[src/rtl/qwt_pkg.sv]
// Shared types and constants for the quoted word tokenizer.
// No dependencies; imported by every module of the block.
package qwt_pkg;

    localparam int SEPARATOR_SLOTS = 4;
    localparam int SEP_REGS        = 4;
    localparam int SEP_LIMIT       = (SEPARATOR_SLOTS < SEP_REGS) ? SEPARATOR_SLOTS : SEP_REGS;

    localparam logic [7:0] CH_BACKSLASH = 8'h5C;
    localparam logic [7:0] CH_QUOTE     = 8'h22;
    localparam logic [7:0] CH_SPACE     = 8'h20;
    localparam logic [7:0] CH_TAB       = 8'h09;
    localparam logic [7:0] CH_CR        = 8'h0D;

    localparam logic [1:0] PH_SKIP = 2'd0;
    localparam logic [1:0] PH_WORD = 2'd1;
    localparam logic [1:0] PH_ESC  = 2'd2;

    localparam logic [1:0] KIND_CHAR = 2'd0;
    localparam logic [1:0] KIND_TERM = 2'd1;
    localparam logic [1:0] KIND_END  = 2'd2;

    localparam logic [2:0] CFG_SEP_A     = 3'd0;
    localparam logic [2:0] CFG_SEP_B     = 3'd1;
    localparam logic [2:0] CFG_SEP_C     = 3'd2;
    localparam logic [2:0] CFG_SEP_D     = 3'd3;
    localparam logic [2:0] CFG_SEP_COUNT = 3'd4;

    localparam int QDEPTH = 4;
    localparam int QAW    = $clog2(QDEPTH);

    typedef struct packed {
        logic [7:0] in_char;
        logic       end_of_stream;
    } t_in_item;

    typedef struct packed {
        logic [7:0] out_char;
        logic [1:0] kind;
    } t_out_item;

    typedef struct packed {
        logic      push;
        t_out_item item;
    } t_q_push;

    function automatic logic is_blank(input logic [7:0] c);
        return (c == CH_SPACE) || ((c >= CH_TAB) && (c <= CH_CR));
    endfunction

endpackage

[src/rtl/quoted_word_tokenizer_top.sv]
// Quoted word tokenizer: one character or end-of-stream mark per input transaction,
// one word character or word end per output transaction. A transaction is taken every
// cycle while the four-entry result queue has room; a result passes through the queue
// into the output register, and the sustained rate is one character per cycle while the
// queue has room, set by the state update in the front end. Separator registers are
// written by the user only while the block is idle; the block does not enforce this.
// Top level; instantiates qwt_front, qwt_queue and qwt_back, uses qwt_pkg.
module quoted_word_tokenizer_top
    import qwt_pkg::*;
(
    input  logic       i_clk,
    input  logic       i_rst_n,
    input  logic       i_cfg_we,
    input  logic [2:0] i_cfg_idx,
    input  logic [7:0] i_cfg_wdata,
    input  logic       i_in_valid,
    output logic       o_in_ready,
    input  t_in_item   i_in_item,
    output logic       o_out_valid,
    input  logic       i_out_ready,
    output t_out_item  o_out_item
);

    t_q_push   q_push;
    logic      q_full;
    logic      q_empty;
    logic      q_pop;
    t_out_item q_head;

    qwt_front u_front (
        .i_clk       (i_clk),
        .i_rst_n     (i_rst_n),
        .i_cfg_we    (i_cfg_we),
        .i_cfg_idx   (i_cfg_idx),
        .i_cfg_wdata (i_cfg_wdata),
        .i_in_valid  (i_in_valid),
        .o_in_ready  (o_in_ready),
        .i_in_item   (i_in_item),
        .i_q_full    (q_full),
        .o_q_push    (q_push)
    );

    qwt_queue u_queue (
        .i_clk   (i_clk),
        .i_rst_n (i_rst_n),
        .i_push  (q_push),
        .o_full  (q_full),
        .o_empty (q_empty),
        .i_pop   (q_pop),
        .o_head  (q_head)
    );

    qwt_back u_back (
        .i_clk       (i_clk),
        .i_rst_n     (i_rst_n),
        .i_q_empty   (q_empty),
        .i_q_head    (q_head),
        .o_q_pop     (q_pop),
        .o_out_valid (o_out_valid),
        .i_out_ready (i_out_ready),
        .o_out_item  (o_out_item)
    );

endmodule

[src/rtl/qwt_front.sv]
// Front end: accepts characters, holds tokenizer state and separator config,
// classifies each character and pushes result transactions. Uses qwt_pkg.
module qwt_front
    import qwt_pkg::*;
(
    input  logic       i_clk,
    input  logic       i_rst_n,
    input  logic       i_cfg_we,
    input  logic [2:0] i_cfg_idx,
    input  logic [7:0] i_cfg_wdata,
    input  logic       i_in_valid,
    output logic       o_in_ready,
    input  t_in_item   i_in_item,
    input  logic       i_q_full,
    output t_q_push    o_q_push
);

    logic [7:0] r_sep [SEP_REGS];
    logic [2:0] r_sep_count;
    logic [1:0] r_phase, n_phase;
    logic       r_quoted, n_quoted;

    logic [3:0] lim;
    logic       is_sep;
    logic       blank;
    logic [1:0] ph;
    logic       emit;
    logic       accept;
    t_out_item  res;
    logic [7:0] c;

    assign o_in_ready = !i_q_full;
    assign accept     = i_in_valid && !i_q_full;
    assign c          = i_in_item.in_char;
    assign blank      = is_blank(c);

    assign lim = ({1'b0, r_sep_count} > 4'(SEP_LIMIT)) ? 4'(SEP_LIMIT) : {1'b0, r_sep_count};

    always_comb begin
        is_sep = 1'b0;
        for (int i = 0; i < SEP_REGS; i++) begin
            if ((4'(i) < lim) && (r_sep[i] == c)) begin
                is_sep = 1'b1;
            end
        end
    end

    // phase code 3 behaves as skipping
    assign ph = (r_phase == PH_WORD || r_phase == PH_ESC) ? r_phase : PH_SKIP;

    always_comb begin
        n_phase      = ph;
        n_quoted     = r_quoted;
        emit         = 1'b0;
        res.out_char = c;
        res.kind     = KIND_CHAR;
        priority if (i_in_item.end_of_stream) begin
            n_phase      = PH_SKIP;
            n_quoted     = 1'b0;
            emit         = (ph != PH_SKIP);
            res.out_char = 8'd0;
            res.kind     = KIND_END;
        end else if (ph == PH_ESC) begin
            n_phase = PH_WORD;
            emit    = 1'b1;
        end else if (ph == PH_SKIP && blank) begin
            emit = 1'b0;
        end else begin
            n_phase = PH_WORD;
            priority if (c == CH_BACKSLASH) begin
                n_phase = PH_ESC;
            end else if (c == CH_QUOTE) begin
                n_quoted = !r_quoted;
            end else if (!r_quoted && (blank || is_sep)) begin
                n_phase  = PH_SKIP;
                emit     = 1'b1;
                res.kind = KIND_TERM;
            end else begin
                emit = 1'b1;
            end
        end
    end

    assign o_q_push.push = accept && emit;
    assign o_q_push.item = res;

    always_ff @(posedge i_clk) begin
        if (!i_rst_n) begin
            r_phase     <= PH_SKIP;
            r_quoted    <= 1'b0;
            r_sep_count <= 3'd0;
            for (int i = 0; i < SEP_REGS; i++) begin
                r_sep[i] <= 8'd0;
            end
        end else begin
            if (accept) begin
                r_phase  <= n_phase;
                r_quoted <= n_quoted;
            end
            if (i_cfg_we) begin
                unique case (i_cfg_idx)
                    CFG_SEP_A:     r_sep[0]    <= i_cfg_wdata;
                    CFG_SEP_B:     r_sep[1]    <= i_cfg_wdata;
                    CFG_SEP_C:     r_sep[2]    <= i_cfg_wdata;
                    CFG_SEP_D:     r_sep[3]    <= i_cfg_wdata;
                    CFG_SEP_COUNT: r_sep_count <= i_cfg_wdata[2:0];
                    default:       r_sep_count <= r_sep_count;
                endcase
            end
        end
    end

endmodule

[src/rtl/qwt_queue.sv]
// Short result queue between front and back ends.
// Register-based FIFO of t_out_item entries; uses qwt_pkg.
module qwt_queue
    import qwt_pkg::*;
(
    input  logic      i_clk,
    input  logic      i_rst_n,
    input  t_q_push   i_push,
    output logic      o_full,
    output logic      o_empty,
    input  logic      i_pop,
    output t_out_item o_head
);

    t_out_item      r_mem [QDEPTH];
    logic [QAW-1:0] r_wptr, r_rptr;
    logic [QAW:0]   r_count;
    logic           do_pop;

    assign o_full  = (r_count == (QAW+1)'(QDEPTH));
    assign o_empty = (r_count == '0);
    assign o_head  = r_mem[r_rptr];
    assign do_pop  = i_pop && !o_empty;

    always_ff @(posedge i_clk) begin
        if (i_push.push) begin
            r_mem[r_wptr] <= i_push.item;
        end
    end

    always_ff @(posedge i_clk) begin
        if (!i_rst_n) begin
            r_wptr  <= '0;
            r_rptr  <= '0;
            r_count <= '0;
        end else begin
            if (i_push.push) begin
                r_wptr <= r_wptr + 1'b1;
            end
            if (do_pop) begin
                r_rptr <= r_rptr + 1'b1;
            end
            if (i_push.push && !do_pop) begin
                r_count <= r_count + 1'b1;
            end else if (!i_push.push && do_pop) begin
                r_count <= r_count - 1'b1;
            end
        end
    end

endmodule

[src/rtl/qwt_back.sv]
// Back end: drains the result queue into the registered output channel.
// Uses qwt_pkg.
module qwt_back
    import qwt_pkg::*;
(
    input  logic      i_clk,
    input  logic      i_rst_n,
    input  logic      i_q_empty,
    input  t_out_item i_q_head,
    output logic      o_q_pop,
    output logic      o_out_valid,
    input  logic      i_out_ready,
    output t_out_item o_out_item
);

    logic      r_valid;
    t_out_item r_item;
    logic      load;

    assign load        = !i_q_empty && (!r_valid || i_out_ready);
    assign o_q_pop     = load;
    assign o_out_valid = r_valid;
    assign o_out_item  = r_item;

    always_ff @(posedge i_clk) begin
        if (load) begin
            r_item.kind     <= i_q_head.kind;
            // end-of-stream results carry no character
            r_item.out_char <= (i_q_head.kind == KIND_END) ? 8'd0 : i_q_head.out_char;
        end
    end

    always_ff @(posedge i_clk) begin
        if (!i_rst_n) begin
            r_valid <= 1'b0;
        end else if (load) begin
            r_valid <= 1'b1;
        end else if (i_out_ready) begin
            r_valid <= 1'b0;
        end
    end

endmodule
[config.mk]
export PLATFORM = sky130hd
export DESIGN_NAME = quoted_word_tokenizer_top
export DESIGN_NICKNAME = d
export VERILOG_FILES = /design/src/rtl/qwt_pkg.sv /design/src/rtl/quoted_word_tokenizer_top.sv /design/src/rtl/qwt_front.sv /design/src/rtl/qwt_queue.sv /design/src/rtl/qwt_back.sv
export SDC_FILE = /design/constraint.sdc
export NUM_CORES = 1
export LEC_CHECK = 0
export BUFFER_PORTS_ARGS = -buffer_cell sky130_fd_sc_hd__buf_2
export CORE_MARGIN = 1
export CORE_UTILIZATION = 34
export CTS_CLUSTER_DIAMETER = 60
export CTS_CLUSTER_SIZE = 25
export DETAILED_ROUTE_END_ITERATION = 16
export GPL_TIMING_DRIVEN = 0
export MAX_ROUTING_LAYER = met4
export PLACE_DENSITY = 0.53
export SYNTH_ARGS = -nofsm -noshare
export SYNTH_HDL_FRONTEND = slang
export SYNTH_SLANG_ARGS = --single-unit
[constraint.sdc]
create_clock -name i_clk -period 3.2 [get_ports i_clk]
set_input_delay 0.32 -clock i_clk [delete_from_list [all_inputs] [get_ports i_clk]]
set_output_delay 0.32 -clock i_clk [all_outputs]
set_load 0.005 [all_outputs]
==> flow_summary.ini <==
[detailed_routing]
routed_wl_um = 8340
drt-wirelength-per-cell_um = 15.4
drc = 0
dr.pass1.iters = 4
drt_iter0_drc = 77
drt.antenna.violating_nets = 0
vias = 2577
routed_via_density = 4.75

[power]
peakVddDrop_mv = 0.271
p_per_area_mw_per_mm2 = 670
p_comb_share_pct = 19.1
swShare_pct = 25.4
leakage_nw = 1.85
seqPwrFrac_pct = 46.9
clkPwrFrac_pct = 33.9
switching_power_mw = 0.894
p_int_mw = 2.62
power_mw = 3.51

[critical_path]
end_kind = register
crit_required_ps = 3480
reg2regPathDepth = 12
crit_type = register to register
r2r_start = u_front.r_phase[0]$_SDFFE_PN0P_
r2r-end = u_queue.r_count[2]$_SDFFE_PN0P_
cp_max_fo = 5
cp_data_arrival_time_ps = 3290
startpoint = u_front.r_phase[0]$_SDFFE_PN0P_
critPathCapture = u_queue.r_count[2]$_SDFFE_PN0P_
r2r_slack_ps = 190
worstSetupStartpointType = register

[synthesis]
ys_types = 44
yosysMostFrequentCell = edfxtp_1
synth_common_cells = edfxtp_1 (82), and2_1 (42), xor2_1 (28)
yosys-top-cells-area = edfxtp_1 (54%), dfxtp_1 (7.1%), and2_1 (5.8%)
ys.flop_type = edfxtp_1
yosys.area.top_type = edfxtp_1
yosysWarnings = 0
synth_cells = 324
synth_edf_count = 82
synth_nets = 358
ys_seq_area_share_pct = 61.5
synth_async_sr_flop_share_pct = 0
ys_seq_elements = 98
synth.avg_cell_area_um2 = 14.0
synth_area_mm2 = 0.00452
synth_top_area_share_pct = 54.4

[die]
core-area_mm2 = 0.0128
rows = 41
initial_core_util_pct = 35.4
fp.dieW_um = 117
ios = 37
die_h_um = 117
fp.dieArea_mm2 = 0.0138

[placement]
dp_hpwl_um = 5990
place_congestion = 0.767
placed_area_mm2 = 0.00488
io_buffers = 28
pre_cts_ws_ps = -79.6
dp.cells = 524

[layout]
layout.cells.non_filler = 542
syn2layout_area_growth_pct = 16.0
fin_nets = 399
nFillCells = 1197
drive_gt1_share_pct = 19.7
postLayoutCellArea_mm2 = 0.00525
n_antenna_cell = 0
utilization_pct = 41.1

[grt]
grt_pass1_vias = 2569
grt-ovfl-total = 0
antenna_found_initial = 0
grt.total_usage_pct = 13.4
grt_start_max_net_pins = 19
grt_pass1_wl_um = 13300

[timing]
setup_ws_ps = 195
finalMaxSlewViolations = 0
finalHoldViolCount = 0
setup_tns_ps = 0
max_freq_mhz = 333
finalSetupViolCount = 0
hold_ws_ps = 234
worstMarginPinSlew_ps = 1260
slew_headroom_pct = 15.3
min_period_over_period_pct = 93.9
rsz0062_at_grt = no
finClkSkew_ps = 7.05
finalCriticalPeriod_ps = 3010

[clock_tree]
cts_buffers = 9
clk_path_buf_depth = 2
cts.reportedPaths.clkPinSlew_ps = 70
insertion_delay_ps = 350
cts_max_level = 3
cts_sinks = 98
cts_root_buffer = clkbuf_16
cts_tree = done
cts_hold_buf = 0

[min_path]
hold_class = input port to register

[run_status]
outcome = finished, final reports clean

[flow_run]
maxCapViolCount = 0
layout make-up:
class                      instances  area, um^2  area share, %
clock inverter                     7         111           2.12
clock buffer                       9         225           4.29
inverter                           8        30.0          0.572
sequential                        98        2780           53.0
tap                              172         215           4.10
timing repair buffer              30         155           2.96
multi-input combinational        205        1630           31.0
buffer                            13        98.8           1.88
worst max-delay path, cell delays in order (launching register included):
cell and delay (ps):
dfxtp_1 350, inv_1 90, ha_4 280, a2bb2oi_1 140, nor4_1 90, or3_4 420, a221oi_4 290, ha_2 240
inv_1 50, fa_1 380, xor2_1 170, or3_1 310, a21boi_1 150
power groups by stage:
| stage | registers, mW | clock network [mW] | logic [mW] |
|---|---|---|---|
| 3_3_place_gp | 1.68 | 0 | 0.656 |
| 4_1_cts | 1.65 | 1.22 | 0.673 |
| 3_5_place_dp | 1.68 | 0 | 0.665 |
| 6_report | 1.65 | 1.19 | 0.673 |
| 5_1_grt | 1.67 | 1.26 | 0.760 |
| 2_1_floorplan | 1.69 | 0 | 0.456 |
how the worst min path moves through the flow:
stage | start | to | slack (ps) | depth (start not counted)
2_1_floorplan | i_in_item[0] | u_queue.r_mem[0][1]$_DFFE_PP_ | 420 | 0
3_3_place_gp | u_back.o_out_valid$_SDFFE_PN0P_ | u_back.o_out_valid$_SDFFE_PN0P_ | 450 | 2
3_5_place_dp | u_back.o_out_valid$_SDFFE_PN0P_ | u_back.o_out_valid$_SDFFE_PN0P_ | 470 | 2
4_1_cts | i_out_ready | u_back.o_out_valid$_SDFFE_PN0P_ | 230 | 4
5_1_grt | i_out_ready | u_back.o_out_valid$_SDFFE_PN0P_ | 260 | 4
6_report | i_out_ready | u_back.o_out_valid$_SDFFE_PN0P_ | 230 | 4
layout by cell type, fill, tap and decap left out, types with 7 or more instances in the layout:
| cell type | instances |
|---|---|
| edfxtp_1 | 82 |
| and2_1 | 42 |
| buf_2 | 29 |
| xor2_1 | 28 |
| nor2b_1 | 21 |
| dfxtp_1 | 16 |
| nand2_1 | 13 |
| nor2_1 | 10 |
| mux4_2 | 10 |
| clkbuf_16 | 9 |
| inv_1 | 8 |
| xnor2_1 | 8 |
| nor3_1 | 7 |
what timing repair did:
item	CTS	global route
resized for setup	0	3
setup endpoints to repair	1	1
gates cloned	0	0
pin swaps	1	0
buffers inserted	1	0
state kept, by name (all words and copies together), names as in the netlist, named ones only:
name / cells
u_back.o_out_valid: 1
u_front.r_sep: 32
u_front.r_quoted: 1
u_queue.r_count: 3
u_queue.r_rptr: 2
u_back.o_out_item: 10
u_queue.r_wptr: 2
u_front.r_phase: 2
u_front.r_sep_count: 3
u_queue.r_mem: 40
metal layers:
metal	part of all wire [%]	up-vias	global-route usage, %
met4	2.3	0	6.25
met2	54	51	24.1
li1	-	1253	-
met5	0	-	-
met1	41	1260	13.8
met3	3.2	13	3.06
kinds of logic (layout without fill, tap and decap cells):
kind of cell / Yosys count / in the layout / synth area share, %
multiplexers: 16 / 16 / 6.31
adder cells (fa/ha/maj): 9 / 9 / 2.65
AO/OA/AOI/OAI: 20 / 20 / 3.37
XOR/XNOR: 36 / 36 / 6.97
flip-flops: 98 / 98 / 61.5
AND/OR/NAND/NOR: 124 / 124 / 16.3
buffers and inverters: 21 / 67 / 2.85
No activity file was read; power rests on OpenSTA's default activity.
